===== config.mk =====
export PLATFORM = sky130hd
export DESIGN_NAME = h264_sps_header_parser_top_flat
export DESIGN_NICKNAME = d
export VERILOG_FILES = /design/src/rtl/core/sps_pkg.sv /design/src/rtl/core/sps_if.sv /design/src/rtl/core/sps_front.sv /design/src/rtl/core/sps_back.sv /design/src/rtl/core/h264_sps_header_parser_top.sv /design/src/flat_wrapper.sv
export SDC_FILE = /design/constraint.sdc
export NUM_CORES = 1
export LEC_CHECK = 0
export BUFFER_PORTS_ARGS = -buffer_cell sky130_fd_sc_hd__buf_2
export CORE_MARGIN = 2
export CORE_UTILIZATION = 36
export CTS_CLUSTER_SIZE = 12
export DETAILED_ROUTE_END_ITERATION = 10
export RECOVER_POWER = 25
export SLEW_MARGIN = 20
export SYNTH_ARGS = -nofsm -noshare
export SYNTH_HDL_FRONTEND = slang
export SYNTH_SLANG_ARGS = --single-unit

===== constraint.sdc =====
create_clock -name i_clk -period 20 [get_ports i_clk]
set_clock_uncertainty 0.2 [all_clocks]
set_input_delay 5 -clock i_clk [delete_from_list [all_inputs] [get_ports i_clk]]
set_output_delay 5 -clock i_clk [all_outputs]
set_load 0.02 [all_outputs]

===== src/rtl/core/sps_pkg.sv =====
// Shared types, codes and helper functions of the SPS header parser.
package sps_pkg;

    localparam int unsigned QDEPTH = 4;
    localparam int unsigned QAW    = $clog2(QDEPTH);

    // result status codes
    localparam logic [1:0] STAT_OK      = 2'd0;
    localparam logic [1:0] STAT_NOT_SPS = 2'd1;
    localparam logic [1:0] STAT_EARLY   = 2'd2;
    localparam logic [1:0] STAT_LONG    = 2'd3;

    localparam logic [4:0] NAL_TYPE_SPS = 5'd7;
    localparam logic [7:0] EPB_BYTE     = 8'h03;

    // syntax steps
    localparam logic [6:0] ST_HDR          = 7'd0;
    localparam logic [6:0] ST_PROFILE      = 7'd1;
    localparam logic [6:0] ST_HIGH         = 7'd4;
    localparam logic [6:0] ST_CHROMA       = 7'd5;
    localparam logic [6:0] ST_SEP_PLANE    = 7'd6;
    localparam logic [6:0] ST_BITDEPTH     = 7'd7;
    localparam logic [6:0] ST_TRANS_BYPASS = 7'd9;
    localparam logic [6:0] ST_SCALE_FLAG   = 7'd10;
    localparam logic [6:0] ST_LIST_FLAG    = 7'd11;
    localparam logic [6:0] ST_DELTA        = 7'd12;
    localparam logic [6:0] ST_LOG2_FRAME   = 7'd13;
    localparam logic [6:0] ST_POC_TYPE     = 7'd14;
    localparam logic [6:0] ST_POC_LSB      = 7'd15;
    localparam logic [6:0] ST_POC_DZERO    = 7'd16;
    localparam logic [6:0] ST_POC_NREF     = 7'd19;
    localparam logic [6:0] ST_POC_OFFSET   = 7'd20;
    localparam logic [6:0] ST_NUM_REF      = 7'd21;
    localparam logic [6:0] ST_GAPS         = 7'd22;
    localparam logic [6:0] ST_WIDTH        = 7'd23;
    localparam logic [6:0] ST_HEIGHT       = 7'd24;
    localparam logic [6:0] ST_MBS_ONLY     = 7'd25;
    localparam logic [6:0] ST_ADAPT        = 7'd26;
    localparam logic [6:0] ST_DIRECT8      = 7'd27;
    localparam logic [6:0] ST_CROP         = 7'd28;
    localparam logic [6:0] ST_CROP_L       = 7'd29;
    localparam logic [6:0] ST_VUI          = 7'd33;
    localparam logic [6:0] ST_AR_FLAG      = 7'd34;
    localparam logic [6:0] ST_AR_IDC       = 7'd35;
    localparam logic [6:0] ST_SAR          = 7'd36;
    localparam logic [6:0] ST_OVERSCAN     = 7'd37;
    localparam logic [6:0] ST_OVERSCAN_APP = 7'd38;
    localparam logic [6:0] ST_VSIG         = 7'd39;
    localparam logic [6:0] ST_VFMT         = 7'd40;
    localparam logic [6:0] ST_COLOR        = 7'd41;
    localparam logic [6:0] ST_CHROMA_LOC   = 7'd42;
    localparam logic [6:0] ST_CHROMA_TOP   = 7'd43;
    localparam logic [6:0] ST_TIMING       = 7'd45;
    localparam logic [6:0] ST_TICK         = 7'd46;
    localparam logic [6:0] ST_TSCALE       = 7'd47;
    localparam logic [6:0] ST_DONE         = 7'd48;

    localparam logic [7:0] AR_EXTENDED  = 8'd255;
    localparam logic [7:0] SCALE_INIT   = 8'd8;
    localparam logic [7:0] PROF_HIGH    = 8'd100;
    localparam logic [7:0] PROF_HIGH10  = 8'd110;
    localparam logic [7:0] PROF_HIGH422 = 8'd122;
    localparam logic [7:0] PROF_HIGH444 = 8'd144;

    typedef struct packed {
        logic [7:0] nal_byte;
        logic       last_byte;
        logic       drop;
    } t_entry;

    typedef struct packed {
        logic [1:0]  status;
        logic [7:0]  profile;
        logic [15:0] frame_width;
        logic [15:0] frame_height;
        logic        frame_mbs_only;
        logic        timing_present;
        logic [31:0] units_in_tick;
        logic [31:0] units_per_sec;
    } t_result;

    // fixed-length field width of a step, zero for Exp-Golomb steps
    function automatic logic [5:0] read_bits(input logic [6:0] s);
        logic [5:0] n;
        case (s) inside
            7'd1, 7'd2, 7'd3, 7'd35:                          n = 6'd8;
            7'd6, 7'd9, 7'd10, 7'd11, 7'd16, 7'd22, 7'd25,
            7'd26, 7'd27, 7'd28, 7'd33, 7'd34, 7'd37, 7'd38,
            7'd39, 7'd42, 7'd45:                              n = 6'd1;
            7'd36, 7'd46, 7'd47:                              n = 6'd32;
            7'd40:                                            n = 6'd5;
            7'd41:                                            n = 6'd24;
            default:                                          n = 6'd0;
        endcase
        return n;
    endfunction

    function automatic logic [15:0] mb_to_pixels(input logic [31:0] v);
        logic [32:0] p;
        p = {1'b0, v} + 33'd1;
        return (p > 33'd4095) ? 16'hFFFF : {p[11:0], 4'b0000};
    endfunction

endpackage


===== src/rtl/core/sps_if.sv =====
// Request channels of the SPS parser: NAL byte input and result output.
interface sps_in_if
    import sps_pkg::*;
();
    logic       valid;
    logic       ready;
    logic [7:0] nal_byte;
    logic       last_byte;

    modport source (output valid, output nal_byte, output last_byte, input ready);
    modport sink   (input valid, input nal_byte, input last_byte, output ready);
endinterface

interface sps_out_if
    import sps_pkg::*;
();
    logic        valid;
    logic        ready;
    logic [1:0]  status;
    logic [7:0]  profile;
    logic [15:0] frame_width;
    logic [15:0] frame_height;
    logic        frame_mbs_only;
    logic        timing_present;
    logic [31:0] units_in_tick;
    logic [31:0] units_per_sec;

    modport source (output valid, output status, output profile, output frame_width,
                    output frame_height, output frame_mbs_only, output timing_present,
                    output units_in_tick, output units_per_sec, input ready);
    modport sink   (input valid, input status, input profile, input frame_width,
                    input frame_height, input frame_mbs_only, input timing_present,
                    input units_in_tick, input units_per_sec, output ready);
endinterface


===== src/rtl/core/sps_front.sv =====
// Front end: takes NAL bytes, marks emulation-prevention bytes, queues them.
module sps_front
    import sps_pkg::*;
(
    input  logic      i_clk,
    input  logic      i_rst_n,
    sps_in_if.sink    i_nal,
    output t_entry    o_q_entry,
    output logic      o_q_valid,
    input  logic      i_q_pop
);

    logic [1:0]   r_zero_run, n_zero_run;
    t_entry       r_mem [QDEPTH];
    logic [QAW-1:0] r_wp, r_rp;
    logic [QAW:0] r_cnt;
    logic         push;
    logic         drop;

    assign i_nal.ready = (r_cnt < (QAW+1)'(QDEPTH));
    assign push        = i_nal.valid && i_nal.ready;
    assign drop        = (r_zero_run == 2'd2) && (i_nal.nal_byte == EPB_BYTE);
    assign o_q_valid   = (r_cnt != '0);
    assign o_q_entry   = r_mem[r_rp];

    always_comb begin
        n_zero_run = r_zero_run;
        if (push) begin
            if (drop)
                n_zero_run = 2'd0;
            else if (i_nal.nal_byte == 8'd0)
                n_zero_run = (r_zero_run == 2'd2) ? 2'd2 : r_zero_run + 2'd1;
            else
                n_zero_run = 2'd0;
            // each unit starts with a clean zero run
            if (i_nal.last_byte)
                n_zero_run = 2'd0;
        end
    end

    always_ff @(posedge i_clk) begin
        if (push)
            r_mem[r_wp] <= '{nal_byte: i_nal.nal_byte, last_byte: i_nal.last_byte,
                             drop: drop};
    end

    always_ff @(posedge i_clk) begin
        if (!i_rst_n) begin
            r_zero_run <= '0;
            r_wp       <= '0;
            r_rp       <= '0;
            r_cnt      <= '0;
        end else begin
            r_zero_run <= n_zero_run;
            if (push)
                r_wp <= r_wp + 1'b1;
            if (i_q_pop)
                r_rp <= r_rp + 1'b1;
            r_cnt <= r_cnt + (QAW+1)'(push) - (QAW+1)'(i_q_pop);
        end
    end

endmodule


===== src/rtl/core/sps_back.sv =====
// Back end: bit-serial SPS syntax walker with a registered result stage.
module sps_back
    import sps_pkg::*;
(
    input  logic      i_clk,
    input  logic      i_rst_n,
    input  t_entry    i_q_entry,
    input  logic      i_q_valid,
    output logic      o_q_pop,
    sps_out_if.source o_res
);

    logic        r_busy, n_busy;
    t_entry      r_ent;
    logic [2:0]  r_bitcnt, n_bitcnt;
    logic [6:0]  r_step, n_step;
    logic [5:0]  r_zc, n_zc;
    logic [31:0] r_acc, n_acc;
    logic [5:0]  r_left, n_left;
    logic        r_suf, n_suf;
    logic [31:0] r_loop, n_loop;
    logic [3:0]  r_list, n_list;
    logic [6:0]  r_entry, n_entry;
    logic [7:0]  r_lscale, n_lscale;
    logic [7:0]  r_profile, n_profile;
    logic        r_mbs, n_mbs;
    logic        r_tim, n_tim;
    logic [15:0] r_width, n_width;
    logic [15:0] r_height, n_height;
    logic [31:0] r_tick, n_tick;
    logic [31:0] r_tscale, n_tscale;
    logic [1:0]  r_err, n_err;
    logic        r_ov, n_ov;
    t_result     r_res, n_res;

    logic        stall, done_now, finish, emit;
    logic        bitv, fire, go;
    logic [31:0] v;
    logic [6:0]  tgt;
    logic [7:0]  delta8, nscale;
    logic [1:0]  stat;

    assign stall   = r_busy && r_ent.last_byte && r_ov && !o_res.ready;
    assign finish  = r_busy && !stall && done_now;
    assign emit    = finish && r_ent.last_byte;
    assign o_q_pop = i_q_valid && (!r_busy || finish);

    always_comb begin
        n_busy = r_busy; n_bitcnt = r_bitcnt; n_step = r_step; n_zc = r_zc;
        n_acc = r_acc; n_left = r_left; n_suf = r_suf; n_loop = r_loop;
        n_list = r_list; n_entry = r_entry; n_lscale = r_lscale;
        n_profile = r_profile; n_mbs = r_mbs; n_tim = r_tim; n_width = r_width;
        n_height = r_height; n_tick = r_tick; n_tscale = r_tscale; n_err = r_err;
        n_ov = r_ov; n_res = r_res;
        done_now = 1'b1; bitv = 1'b0; fire = 1'b0; go = 1'b0; v = '0;
        tgt = r_step + 7'd1; delta8 = '0; nscale = '0; stat = STAT_OK;

        if (r_busy && !stall) begin
            if (r_ent.drop || r_err != STAT_OK || r_step == ST_DONE) begin
                done_now = 1'b1;
            end else if (r_step == ST_HDR) begin
                if (r_ent.nal_byte[4:0] != NAL_TYPE_SPS)
                    n_err = STAT_NOT_SPS;
                else begin
                    go  = 1'b1;
                    tgt = ST_PROFILE;
                end
            end else begin
                bitv = r_ent.nal_byte[3'd7 - r_bitcnt];
                if (read_bits(r_step) != 6'd0) begin
                    n_acc  = {r_acc[30:0], bitv};
                    n_left = r_left - 6'd1;
                    if (r_left == 6'd1) begin
                        fire = 1'b1;
                        v    = n_acc;
                    end
                end else if (!r_suf) begin
                    if (!bitv) begin
                        if (r_zc >= 6'd31)
                            n_err = STAT_LONG;
                        else
                            n_zc = r_zc + 6'd1;
                    end else if (r_zc == 6'd0) begin
                        fire = 1'b1;
                    end else begin
                        n_suf  = 1'b1;
                        n_left = r_zc;
                        n_acc  = '0;
                    end
                end else begin
                    n_acc  = {r_acc[30:0], bitv};
                    n_left = r_left - 6'd1;
                    if (r_left == 6'd1) begin
                        fire = 1'b1;
                        v    = ((32'd1 << r_zc) - 32'd1) + n_acc;
                    end
                end

                if (fire) begin
                    go = 1'b1;
                    unique case (r_step)
                        ST_PROFILE: n_profile = v[7:0];
                        ST_HIGH:
                            tgt = (r_profile == PROF_HIGH || r_profile == PROF_HIGH10 ||
                                   r_profile == PROF_HIGH422 || r_profile == PROF_HIGH444)
                                  ? ST_CHROMA : ST_LOG2_FRAME;
                        ST_CHROMA: tgt = (v == 32'd3) ? ST_SEP_PLANE : ST_BITDEPTH;
                        ST_SCALE_FLAG: begin
                            n_list = '0;
                            tgt    = (v != 0) ? ST_LIST_FLAG : ST_LOG2_FRAME;
                        end
                        ST_LIST_FLAG: begin
                            if (v != 0) begin
                                n_entry  = '0;
                                n_lscale = SCALE_INIT;
                                tgt      = ST_DELTA;
                            end else begin
                                n_list = r_list + 4'd1;
                                tgt    = (r_list >= 4'd7) ? ST_LOG2_FRAME : ST_LIST_FLAG;
                            end
                        end
                        ST_DELTA: begin
                            // signed mapping, only the low byte matters mod 256
                            delta8  = v[0] ? (v[8:1] + 8'd1) : (8'd0 - v[8:1]);
                            nscale  = r_lscale + delta8;
                            n_entry = r_entry + 7'd1;
                            if (nscale != 8'd0)
                                n_lscale = nscale;
                            if (nscale == 8'd0 ||
                                n_entry >= ((r_list < 4'd6) ? 7'd16 : 7'd64)) begin
                                n_list = r_list + 4'd1;
                                tgt    = (r_list >= 4'd7) ? ST_LOG2_FRAME : ST_LIST_FLAG;
                            end else begin
                                tgt = ST_DELTA;
                            end
                        end
                        ST_POC_TYPE:
                            tgt = (v == 32'd0) ? ST_POC_LSB :
                                  (v == 32'd1) ? ST_POC_DZERO : ST_NUM_REF;
                        ST_POC_LSB: tgt = ST_NUM_REF;
                        ST_POC_NREF: begin
                            n_loop = v;
                            tgt    = (v == 32'd0) ? ST_NUM_REF : ST_POC_OFFSET;
                        end
                        ST_POC_OFFSET: begin
                            n_loop = r_loop - 32'd1;
                            tgt    = (r_loop == 32'd1) ? ST_NUM_REF : ST_POC_OFFSET;
                        end
                        ST_WIDTH:  n_width  = mb_to_pixels(v);
                        ST_HEIGHT: n_height = mb_to_pixels(v);
                        ST_MBS_ONLY: begin
                            if (v != 0)
                                n_mbs = 1'b1;
                            tgt = (v != 0) ? ST_DIRECT8 : ST_ADAPT;
                        end
                        ST_CROP:     tgt = (v != 0) ? ST_CROP_L : ST_VUI;
                        ST_VUI:      tgt = (v != 0) ? ST_AR_FLAG : ST_DONE;
                        ST_AR_FLAG:  tgt = (v != 0) ? ST_AR_IDC : ST_OVERSCAN;
                        ST_AR_IDC:   tgt = (v[7:0] == AR_EXTENDED && v[31:8] == '0)
                                           ? ST_SAR : ST_OVERSCAN;
                        ST_OVERSCAN: tgt = (v != 0) ? ST_OVERSCAN_APP : ST_VSIG;
                        ST_VSIG:     tgt = (v != 0) ? ST_VFMT : ST_CHROMA_LOC;
                        ST_VFMT:     tgt = v[0] ? ST_COLOR : ST_CHROMA_LOC;
                        ST_CHROMA_LOC: tgt = (v != 0) ? ST_CHROMA_TOP : ST_TIMING;
                        ST_TIMING: begin
                            if (v != 0)
                                n_tim = 1'b1;
                            tgt = (v != 0) ? ST_TICK : ST_DONE;
                        end
                        ST_TICK:   n_tick = v;
                        ST_TSCALE: begin
                            n_tscale = v;
                            tgt      = ST_DONE;
                        end
                        default: ;
                    endcase
                end
                n_bitcnt = r_bitcnt + 3'd1;
            end

            if (go) begin
                n_step = (tgt > ST_DONE) ? ST_DONE : tgt;
                n_acc  = '0;
                n_zc   = '0;
                n_suf  = 1'b0;
                n_left = read_bits(n_step);
            end

            if (!(r_ent.drop || r_err != STAT_OK || r_step == ST_DONE ||
                  r_step == ST_HDR))
                done_now = (r_bitcnt == 3'd7) || (n_err != STAT_OK) || (n_step == ST_DONE);
        end

        if (r_ov && o_res.ready)
            n_ov = 1'b0;

        if (emit) begin
            stat = (n_err != STAT_OK) ? n_err : ((n_step == ST_DONE) ? STAT_OK : STAT_EARLY);
            n_ov = 1'b1;
            if (stat == STAT_OK)
                n_res = '{status: STAT_OK, profile: n_profile, frame_width: n_width,
                          frame_height: n_height, frame_mbs_only: n_mbs,
                          timing_present: n_tim, units_in_tick: n_tick,
                          units_per_sec: n_tscale};
            else
                n_res = '{status: stat, default: '0};
            // back to the header-byte state for the next unit
            n_step = ST_HDR; n_zc = '0; n_acc = '0; n_left = '0; n_suf = 1'b0;
            n_loop = '0; n_list = '0; n_entry = '0; n_lscale = SCALE_INIT;
            n_profile = '0; n_mbs = 1'b0; n_tim = 1'b0; n_width = '0; n_height = '0;
            n_tick = '0; n_tscale = '0; n_err = STAT_OK;
        end

        if (o_q_pop) begin
            n_busy   = 1'b1;
            n_bitcnt = '0;
        end else if (finish) begin
            n_busy   = 1'b0;
            n_bitcnt = '0;
        end
    end

    always_ff @(posedge i_clk) begin
        if (o_q_pop)
            r_ent <= i_q_entry;
        r_res <= n_res;
    end

    always_ff @(posedge i_clk) begin
        if (!i_rst_n) begin
            r_busy <= 1'b0; r_bitcnt <= '0; r_step <= ST_HDR; r_zc <= '0;
            r_acc <= '0; r_left <= '0; r_suf <= 1'b0; r_loop <= '0; r_list <= '0;
            r_entry <= '0; r_lscale <= SCALE_INIT; r_profile <= '0; r_mbs <= 1'b0;
            r_tim <= 1'b0; r_width <= '0; r_height <= '0; r_tick <= '0;
            r_tscale <= '0; r_err <= STAT_OK; r_ov <= 1'b0;
        end else begin
            r_busy <= n_busy; r_bitcnt <= n_bitcnt; r_step <= n_step; r_zc <= n_zc;
            r_acc <= n_acc; r_left <= n_left; r_suf <= n_suf; r_loop <= n_loop;
            r_list <= n_list; r_entry <= n_entry; r_lscale <= n_lscale;
            r_profile <= n_profile; r_mbs <= n_mbs; r_tim <= n_tim;
            r_width <= n_width; r_height <= n_height; r_tick <= n_tick;
            r_tscale <= n_tscale; r_err <= n_err; r_ov <= n_ov;
        end
    end

    assign o_res.valid          = r_ov;
    assign o_res.status         = r_res.status;
    assign o_res.profile        = r_res.profile;
    assign o_res.frame_width    = r_res.frame_width;
    assign o_res.frame_height   = r_res.frame_height;
    assign o_res.frame_mbs_only = r_res.frame_mbs_only;
    assign o_res.timing_present = r_res.timing_present;
    assign o_res.units_in_tick  = r_res.units_in_tick;
    assign o_res.units_per_sec  = r_res.units_per_sec;

    a_pop_needs_data: assert property (@(posedge i_clk) disable iff (!i_rst_n)
        o_q_pop |-> i_q_valid) else $error("queue popped while empty");

    a_emit_resets: assert property (@(posedge i_clk) disable iff (!i_rst_n)
        emit |=> (r_step == ST_HDR && r_err == STAT_OK && r_ov))
        else $error("parser state not cleared after result");

    a_bitcnt_busy: assert property (@(posedge i_clk) disable iff (!i_rst_n)
        (r_bitcnt != 3'd0) |-> r_busy) else $error("bit counter runs while idle");

    a_err_zero: assert property (@(posedge i_clk) disable iff (!i_rst_n)
        (r_ov && r_res.status != STAT_OK) |->
            (r_res.profile == '0 && r_res.frame_width == '0 && r_res.units_per_sec == '0))
        else $error("error result carries field data");

endmodule


===== src/rtl/core/h264_sps_header_parser_top.sv =====
// Each accepted byte is queued and moves into the parser when the parser pops it; a 4-entry
// queue lets input continue while the parser is busy. A parsed byte is walked one SPS bit per
// cycle while no earlier result waits to be taken; header, dropped 0x03 and ignored bytes are
// not walked bit by bit. Synchronous active-low reset clears all control state.
module h264_sps_header_parser_top
    import sps_pkg::*;
(
    input  logic      i_clk,
    input  logic      i_rst_n,
    sps_in_if.sink    i_nal,
    sps_out_if.source o_res
);

    t_entry q_entry;
    logic   q_valid;
    logic   q_pop;

    sps_front u_front (
        .i_clk     (i_clk),
        .i_rst_n   (i_rst_n),
        .i_nal     (i_nal),
        .o_q_entry (q_entry),
        .o_q_valid (q_valid),
        .i_q_pop   (q_pop)
    );

    sps_back u_back (
        .i_clk     (i_clk),
        .i_rst_n   (i_rst_n),
        .i_q_entry (q_entry),
        .i_q_valid (q_valid),
        .o_q_pop   (q_pop),
        .o_res     (o_res)
    );

endmodule


===== src/flat_wrapper.sv =====
// flat-port wrapper written by rule: the top's interface ports become plain ports
module h264_sps_header_parser_top_flat import sps_pkg::*;
  (i_clk, i_rst_n, i_nal_valid, i_nal_nal_byte, i_nal_last_byte, i_nal_ready, o_res_valid, o_res_status, o_res_profile, o_res_frame_width, o_res_frame_height, o_res_frame_mbs_only, o_res_timing_present, o_res_units_in_tick, o_res_units_per_sec, o_res_ready);
  sps_in_if i_nal_i ();
  sps_out_if o_res_i ();
  input  logic i_clk;
  input  logic i_rst_n;
  input wire logic [$bits(i_nal_i.valid)-1:0] i_nal_valid;
  input wire logic [$bits(i_nal_i.nal_byte)-1:0] i_nal_nal_byte;
  input wire logic [$bits(i_nal_i.last_byte)-1:0] i_nal_last_byte;
  output wire logic [$bits(i_nal_i.ready)-1:0] i_nal_ready;
  output wire logic [$bits(o_res_i.valid)-1:0] o_res_valid;
  output wire logic [$bits(o_res_i.status)-1:0] o_res_status;
  output wire logic [$bits(o_res_i.profile)-1:0] o_res_profile;
  output wire logic [$bits(o_res_i.frame_width)-1:0] o_res_frame_width;
  output wire logic [$bits(o_res_i.frame_height)-1:0] o_res_frame_height;
  output wire logic [$bits(o_res_i.frame_mbs_only)-1:0] o_res_frame_mbs_only;
  output wire logic [$bits(o_res_i.timing_present)-1:0] o_res_timing_present;
  output wire logic [$bits(o_res_i.units_in_tick)-1:0] o_res_units_in_tick;
  output wire logic [$bits(o_res_i.units_per_sec)-1:0] o_res_units_per_sec;
  input wire logic [$bits(o_res_i.ready)-1:0] o_res_ready;
  assign i_nal_i.valid = i_nal_valid;
  assign i_nal_i.nal_byte = i_nal_nal_byte;
  assign i_nal_i.last_byte = i_nal_last_byte;
  assign i_nal_ready = i_nal_i.ready;
  assign o_res_valid = o_res_i.valid;
  assign o_res_status = o_res_i.status;
  assign o_res_profile = o_res_i.profile;
  assign o_res_frame_width = o_res_i.frame_width;
  assign o_res_frame_height = o_res_i.frame_height;
  assign o_res_frame_mbs_only = o_res_i.frame_mbs_only;
  assign o_res_timing_present = o_res_i.timing_present;
  assign o_res_units_in_tick = o_res_i.units_in_tick;
  assign o_res_units_per_sec = o_res_i.units_per_sec;
  assign o_res_i.ready = o_res_ready;
  h264_sps_header_parser_top u_core (.i_clk(i_clk), .i_rst_n(i_rst_n), .i_nal(i_nal_i), .o_res(o_res_i));
endmodule

==> impl_metrics.csv, run 1 <==
group,metric,value,unit
logic_synthesis,synth_flop_cell,"sky130_fd_sc_hd__dfxtp_1",
power,power.share.combinational,19.0,%
clock_tree,post_cts_resized,0,
critical_path,crit_path_max_incr_delay,0.78,ns
finish,flow.area_growth_from_synthesis,11.1,%
clock_tree,cts_hold_repair.buffers,0,
die,floorplan.initialDensity,36.3,%
logic_synthesis,synth-edff-count,158,
power,clock_power_share,34.9,%
worst_hold_path,hold_path_class,"reg2reg",
sta,period_minus_slack,8.81,ns
logic_synthesis,number_of_instances_in_the_synthesized_netlist,2378,
sta,postLayoutSetupSlackWorst,11.19,ns
sta,max_freq,114,MHz
finish,area_of_the_multi_input_gates,11000,um^2
die,cell_row_count,89,
routing,met3_wire_len,3430,um
routing,number_of_vias_in_the_routed_layout,17930,
logic_synthesis,yosys-top-cells-area,"sky130_fd_sc_hd__edfxtp_1 (22%), sky130_fd_sc_hd__dfxtp_1 (21%), sky130_fd_sc_hd__nor2_1 (7.7%)",
critical_path,criticalPathCategory,"reg2reg",
power,power_density,87.9,nW/um^2
finish,sequential_cell_area,9230,um^2
clock_tree,post_cts_buffers,0,
die,dieArea,61400,um^2
clock_tree,cts-root-buf,"sky130_fd_sc_hd__clkbuf_16",
sta,report.final.setup_viol,0,
logic_synthesis,synth-async-reset-ratio,0,%
sta,timing.setup.tns,0,ns
power,p_total,0.00209,W
critical_path,critical_path.max_fanout,79,
outcome,status,"completed",
logic_synthesis,yosys.area.top_type_share,22.2,%
sta,slew-limit-headroom,25.2,%
clock_tree,tritoncts,"yes",
die,die_y,248,um
power,power_switching,0.000656,W
power,power.sequential.fraction,46.1,%
run,drv.max_cap_violation_count,0,
global_routing,grt_start_max_net_pins,201,
finish,n_antenna_cell,0,
routing,route.met2.wl,27600,um
routing,route.detailed.drc,0,
routing,drt-pass1-iter-count,5,
finish,fill_cells,5880,
logic_synthesis,synth_cell_type_count,112,
critical_path,timing.critical_path.max_delay_family,"compound AO/OA/AOI/OAI gates",
logic_synthesis,synthesis.area_per_instance,9.00,um^2
logic_synthesis,yosysSeqAreaShare,43.1,%
logic_synthesis,synth_common_cells,"sky130_fd_sc_hd__nor2_1 (438), sky130_fd_sc_hd__dfxtp_1 (224), sky130_fd_sc_hd__nand2_1 (170)",
routing,detail-route-antenna-nets,0,
global_routing,grt_pass1_vias,16752,
sta,timing.final.crit_share,44.0,%
routing,detailedRoute.firstIterationViolations,1562,
critical_path,cp.required,20.00,ns
finish,instances_no_fill,3252,
logic_synthesis,ys_seq_elements,382,
placed_design,post-dp-hpwl,42500,um
sta,timing_hold_violations_final,0,
routing,wirelength,58700,um
global_routing,grt_overflow,0,
finish,final_util,40.3,%
critical_path,cp-start-kind,"flip-flop",
routing,drt-vias-per-instance,5.51,
logic_synthesis,syn-num-nets,2496,
placed_design,dp.cells,3174,
die,placeableCoreArea,58900,um^2
power,leakagePower,8.45,nW
sta,rsz0062_at_grt,"false",
global_routing,grt_pass1_wl,92100,um
die,die_width,248,um
clock_tree,worst_skew_pair.late_latency,0.59,ns
global_routing,track_usage,18.7,%
critical_path,crit_path_max_delay_cell_type,"sky130_fd_sc_hd__buf_4",
routing,highest_metal_layer_used_by_the_detailed_router,"met4",
placed_design,placement.setup.worst_slack,11.29,ns
placed_design,number_of_buffer_cells_added_on_primary_ports,122,
routing,detail_route.wl_per_cell,18.0,um
logic_synthesis,yosys.cell_count.top_type,"sky130_fd_sc_hd__nor2_1",
sta,report.final.slew_viol_count,0,
clock_tree,cts-root-to-sink-buffers,3,
placed_design,place.gp.congestion,0.934,
critical_path,worst_path_most_repeated_cell,"sky130_fd_sc_hd__ha_1",
power,peakVddDrop,71.6,uV
sta,timing_worst_slew_pin_value,1.11,ns
critical_path,cp_data_arrival_time,8.81,ns
critical_path,cp-end-kind,"flip-flop",
die,top_level_ports,123,
clock_tree,cts.htree.levels,2,
global_routing,number_of_antenna_violations_at_the_first_check_in_global_routing,0,
finish,nNetsFinal,2563,
critical_path,critPathBufInv,2,
clock_tree,clock_sinks,382,
routing,met1_layer_wirelength_in_the_final_routing,26000,um
power,power_switching_share,31.4,%
logic_synthesis,mappedNetlistArea,21400,um^2
clock_tree,clkTransAtPathRegs,0.06,ns
clock_tree,total_clock_buffers_created_by_cts,42,
power,internal-power,0.00143,W
logic_synthesis,netlist.top_cell.by_area,"sky130_fd_sc_hd__edfxtp_1",
logic_synthesis,synth_warnings,0,
finish,post_route_cells_drive_above_1_share,8.91,%
sequential cells by signal (all words and copies together) (netlist names), 8 cells and up:
register / count
u_core.u_back.o_res.units_in_tick: 32
u_core.u_back.o_res.frame_height: 16
u_core.u_back.o_res.profile: 8
u_core.u_back.r_loop: 32
u_core.u_back.r_lscale: 8
u_core.u_back.r_profile: 8
u_core.u_front.r_mem: 40
u_core.u_back.o_res.units_per_sec: 32
u_core.u_back.r_height: 16
u_core.u_back.r_tscale: 32
u_core.u_back.r_tick: 32
u_core.u_back.r_ent: 10
u_core.u_back.r_width: 16
u_core.u_back.r_acc: 31
u_core.u_back.o_res.frame_width: 16
through the flow:
stage | hold slack (ns) | area [um^2]
finish | 0.274 | 23800
global route | 0.297 | 23800
CTS | 0.272 | 23900
detailed placement | 0.259 | 22600
global placement | 0.245 | 22600
floorplan | 0.224 | 21400
worst reg2reg max path: cells and delay by family, from the launching register on:
family | cells | cell delay, ns
AND/OR/NAND/NOR | 6 | 1.74
multiplexers | 1 | 0.33
XOR/XNOR | 4 | 0.72
buffers and inverters | 2 | 0.88
AO/OA/AOI/OAI | 10 | 2.72
flip-flops | 1 | 0.41
adder cells (fa/ha/maj) | 5 | 1.30
per-layer routing:
metal | GRT usage [%] | up-vias
met3 | 2.62 | 102
met5 | 0 | -
met2 | 31.2 | 568
met1 | 25.1 | 8608
met4 | 5.69 | 0
li1 | - | 8652
cell usage in the layout, fill, tap and decap left out, types with 8 or more instances in the layout:
cell type,synthesis,layout
sky130_fd_sc_hd__o22ai_1,20,20
sky130_fd_sc_hd__nor2_1,438,436
sky130_fd_sc_hd__nand2_1,170,170
sky130_fd_sc_hd__mux2i_1,35,35
sky130_fd_sc_hd__a22oi_1,63,63
sky130_fd_sc_hd__or3_1,18,18
sky130_fd_sc_hd__nand3b_1,8,8
sky130_fd_sc_hd__xor2_1,22,22
sky130_fd_sc_hd__dfxtp_1,224,224
sky130_fd_sc_hd__and2_1,35,29
sky130_fd_sc_hd__clkbuf_1,68,95
sky130_fd_sc_hd__nor3_1,48,47
sky130_fd_sc_hd__nand3_1,59,59
sky130_fd_sc_hd__a32oi_1,9,9
sky130_fd_sc_hd__a21o_1,13,13
sky130_fd_sc_hd__a21oi_1,163,162
sky130_fd_sc_hd__o21a_1,11,11
sky130_fd_sc_hd__inv_1,135,135
sky130_fd_sc_hd__xnor2_1,40,40
sky130_fd_sc_hd__buf_4,16,25
sky130_fd_sc_hd__a211oi_1,52,52
sky130_fd_sc_hd__a31oi_1,17,17
sky130_fd_sc_hd__edfxtp_1,158,158
sky130_fd_sc_hd__o21ai_0,66,66
sky130_fd_sc_hd__nor2_4,8,8
sky130_fd_sc_hd__mux4_2,12,12
sky130_fd_sc_hd__clkbuf_16,0,42
sky130_fd_sc_hd__o31ai_1,11,11
sky130_fd_sc_hd__nand4_1,18,18
sky130_fd_sc_hd__nor2b_1,26,26
sky130_fd_sc_hd__nor3b_1,21,21
sky130_fd_sc_hd__and3_1,20,20
sky130_fd_sc_hd__nand2b_1,21,21
sky130_fd_sc_hd__buf_2,26,46
sky130_fd_sc_hd__or4_1,11,11
sky130_fd_sc_hd__nor4_1,27,26
sky130_fd_sc_hd__ha_1,102,102
layout make-up:
class,instances,share of cell area (%)
clock buffers,63,4.84
clock inverters,15,0.553
inverters,138,2.18
multi-input cells,1733,46.5
flip-flops and latches,382,38.8
well taps,773,4.07
repair buffers,148,3.04
path summary, 6_finish.rpt:
kind,start,end,slack [ns],cells after the start
setup reg to reg,u_core.u_back.r_zc[0],u_core.u_back.o_res.frame_height[2],11.19,28
hold / removal,u_core.u_back.r_mbs,u_core.u_back.r_mbs,0.27,2
hold reg to reg,u_core.u_back.r_mbs,u_core.u_back.r_mbs,0.27,2
setup / recovery,u_core.u_back.r_zc[0],u_core.u_back.o_res.frame_height[2],11.19,28
cells by family after synthesis:
kind of cell | after synthesis | synth area share [%]
xor gates and xnor gates | 62 | 2.54
and+or+nand+nor | 968 | 21.6
adders and majority gates | 107 | 6.34
AOI/OAI and AO/OA | 545 | 17.9
buffers and inverters | 263 | 5.40
muxes | 51 | 3.11
DFF | 382 | 43.1
power groups by stage:
| stage | clock [W] | combinational [W] | sequential, W |
|---|---|---|---|
| finish | 0.000730 | 0.000396 | 0.000963 |
| global placement | 0 | 0.000411 | 0.000978 |
| global route | 0.000778 | 0.000435 | 0.000976 |
| CTS | 0.000750 | 0.000413 | 0.000965 |
| floorplan | 0 | 0.000217 | 0.00106 |
| detailed placement | 0 | 0.000412 | 0.000981 |
Note: power is estimated with default switching activity, not from simulation.
==> run 2, diff against run 1 <==
==> constraint.sdc (replaced) <==
create_clock -name i_clk -period 8.8 [get_ports i_clk]
set_clock_uncertainty 0.2 [all_clocks]
set_input_delay 2.2 -clock i_clk [delete_from_list [all_inputs] [get_ports i_clk]]
set_output_delay 2.2 -clock i_clk [all_outputs]
set_load 0.02 [all_outputs]
==> impl_metrics.csv, run 2 (same netlist as run 1, synthesis figures left out) <==
group,metric,value,unit
sta,report.final.setup_viol,0,
die,die_y,248,um
critical_path,crit_path_max_incr_delay,0.52,ns
finish,largest_register,"u_core.u_front.r_mem",
critical_path,timing.reg2reg.setup_slack,0.57,ns
worst_hold_path,whs_endpoint,"u_core.u_back.r_mbs",
routing,detail_route.wl_per_cell,18.2,um
global_routing,grt_pass1_wl,93400,um
critical_path,cp-start-kind,"flip-flop",
critical_path,timing.critical_path.max_delay_family,"compound AO/OA/AOI/OAI gates",
worst_hold_path,min_delay_path_depth,2,
finish,fill_cells,5887,
sta,report.final.slew_viol_count,0,
clock_tree,cts-root-to-sink-buffers,3,
die,placeableCoreArea,58900,um^2
routing,highest_metal_layer_used_by_the_detailed_router,"met4",
routing,route.met2.wl,28300,um
die,die_width,248,um
sta,timing_hold_violations_final,0,
clock_tree,total_clock_buffers_created_by_cts,42,
finish,mostFrequentLayoutCell,"sky130_fd_sc_hd__nor2_1",
critical_path,cp.required,9.08,ns
finish,n_antenna_cell,0,
worst_hold_path,worstHoldStart,"u_core.u_back.r_mbs",
finish,post_route_cells_drive_above_1_share,9.67,%
sta,max_freq,122,MHz
critical_path,critical_path.max_fanout,7,
global_routing,grt_start_max_net_pins,163,
clock_tree,cts_hold_repair.buffers,0,
clock_tree,clkTransAtPathRegs,0.06,ns
routing,detail-route-antenna-nets,0,
global_routing,track_usage,19.1,%
clock_tree,cts.htree.levels,2,
clock_tree,tritoncts,"yes",
outcome,status,"completed",
sta,slew-limit-headroom,28.7,%
routing,met3_wire_len,3360,um
sta,timing.setup.tns,0,ns
sta,timing_worst_slew_pin_value,1.07,ns
routing,route.detailed.drc,0,
routing,wirelength,59500,um
clock_tree,cts-root-buf,"sky130_fd_sc_hd__clkbuf_16",
routing,drt-pass1-iter-count,6,
critical_path,critPathBufInv,5,
power,power_density,206,nW/um^2
finish,nNetsFinal,2576,
finish,largest_register_ffs,40,
placed_design,post-dp-hpwl,43800,um
sta,timing.final.crit_share,93.5,%
die,top_level_ports,123,
global_routing,number_of_antenna_violations_at_the_first_check_in_global_routing,0,
global_routing,grt_overflow,0,
critical_path,cp-end-kind,"flip-flop",
sta,final.hold.worst_slack,0.255,ns
power,peakVddDrop,173,uV
routing,met1_layer_wirelength_in_the_final_routing,26200,um
finish,highest_count_cells_in_the_layout_ignoring_fill_and_taps,"sky130_fd_sc_hd__nor2_1 (436), sky130_fd_sc_hd__dfxtp_1 (224), sky130_fd_sc_hd__nand2_1 (170)",
finish,flow.area_growth_from_synthesis,12.3,%
placed_design,number_of_buffer_cells_added_on_primary_ports,122,
placed_design,place.gp.congestion,0.921,
clock_tree,post_cts_buffers,0,
worst_hold_path,hold_path_class,"reg2reg",
routing,number_of_vias_in_the_routed_layout,17961,
sta,period_minus_slack,8.23,ns
routing,drt-vias-per-instance,5.50,
critical_path,crit-reg2reg-launch,"u_core.u_back.r_bitcnt[0]",
global_routing,grt_pass1_vias,17127,
routing,detailedRoute.firstIterationViolations,1318,
critical_path,r2r_end,"u_core.u_front.r_cnt[2]",
critical_path,cp_data_arrival_time,8.51,ns
die,dieArea,61400,um^2
clock_tree,worst_skew_pair.late_latency,0.59,ns
run,drv.max_cap_violation_count,0,
critical_path,criticalPathCategory,"reg2reg",
critical_path,r2r_cells,37,
clock_tree,clock_sinks,382,
die,floorplan.initialDensity,36.3,%
sta,rsz0062_at_grt,"false",
die,cell_row_count,89,
clock_tree,post_cts_resized,0,
critical_path,crit_path_max_delay_cell_type,"sky130_fd_sc_hd__mux4_2",
power,leakagePower,8.57,nW
run 2: cell count changes in the layout (fill, tap and decap cells not counted), sizes merged:
cell and change:
buf +12, clkinvlp -1, clkinv -6, bufinv +3
clkbuf +4
run 2: worst max path at each step:
| stage | startpoint | endpoint | slack, ns | cells after the start |
|---|---|---|---|---|
| global route | u_core.u_back.r_bitcnt[0] | u_core.u_front.r_cnt[2] | 0.06 | 37 |
| CTS | u_core.u_back.r_bitcnt[0] | u_core.u_front.r_cnt[2] | 0.62 | 37 |
| finish | u_core.u_back.r_bitcnt[0] | u_core.u_front.r_cnt[2] | 0.57 | 37 |
| global placement | u_core.u_back.r_bitcnt[0] | u_core.u_front.r_cnt[2] | 0.80 | 37 |
| detailed placement | u_core.u_back.r_bitcnt[0] | u_core.u_front.r_cnt[2] | 0.65 | 37 |
| floorplan | u_core.u_back.r_bitcnt[0] | u_core.u_front.r_cnt[2] | 0.60 | 37 |
run 2: area by class of cell:
cell class                      count  area [um^2]  share of cell area [%]
Multi-Input combinational cell   1733        11100                    46.0
Inverter                          138          518                    2.15
Clock buffer                       66         1230                    5.12
Clock inverter                     11          191                   0.796
Timing Repair Buffer              161          845                    3.51
Sequential cell                   382         9230                    38.4
Tap cell                          773          967                    4.02
run 2: tightest hold or removal path: stages (launching register included):
cell	delay, ns
sky130_fd_sc_hd__dfxtp_1	0.31
sky130_fd_sc_hd__a31oi_1	0.05
sky130_fd_sc_hd__nor2_1	0.07
run 2: stage by stage:
stage	setup slack (ns)	utilization, %	total power [W]	cells	instance area (um^2)
2_1_floorplan	0.600	-	0.00290	2378	21400
4_1_cts	0.619	41.0	0.00504	3264	24100
3_3_place_gp	0.801	38.6	0.00322	3187	22700
3_5_place_dp	0.651	38.6	0.00324	3187	22700
6_report	0.573	40.8	0.00495	3264	24000
5_1_grt	0.0560	40.8	0.00517	3264	24000
run 2: per-layer routing:
| layer | track usage (%) | vias to the layer above |
|---|---|---|
| met5 | 0 | - |
| met4 | 6.36 | 0 |
| met3 | 2.67 | 107 |
| met2 | 32.1 | 569 |
| met1 | 25.1 | 8605 |
| li1 | - | 8680 |
run 2: power by group:
group	switching [W]	internal, W	total, W
logic	0.000690	0.000277	0.000967
clock network	0.000734	0.00106	0.00179
registers	0.0000876	0.00211	0.00219
total	0.00151	0.00344	0.00495
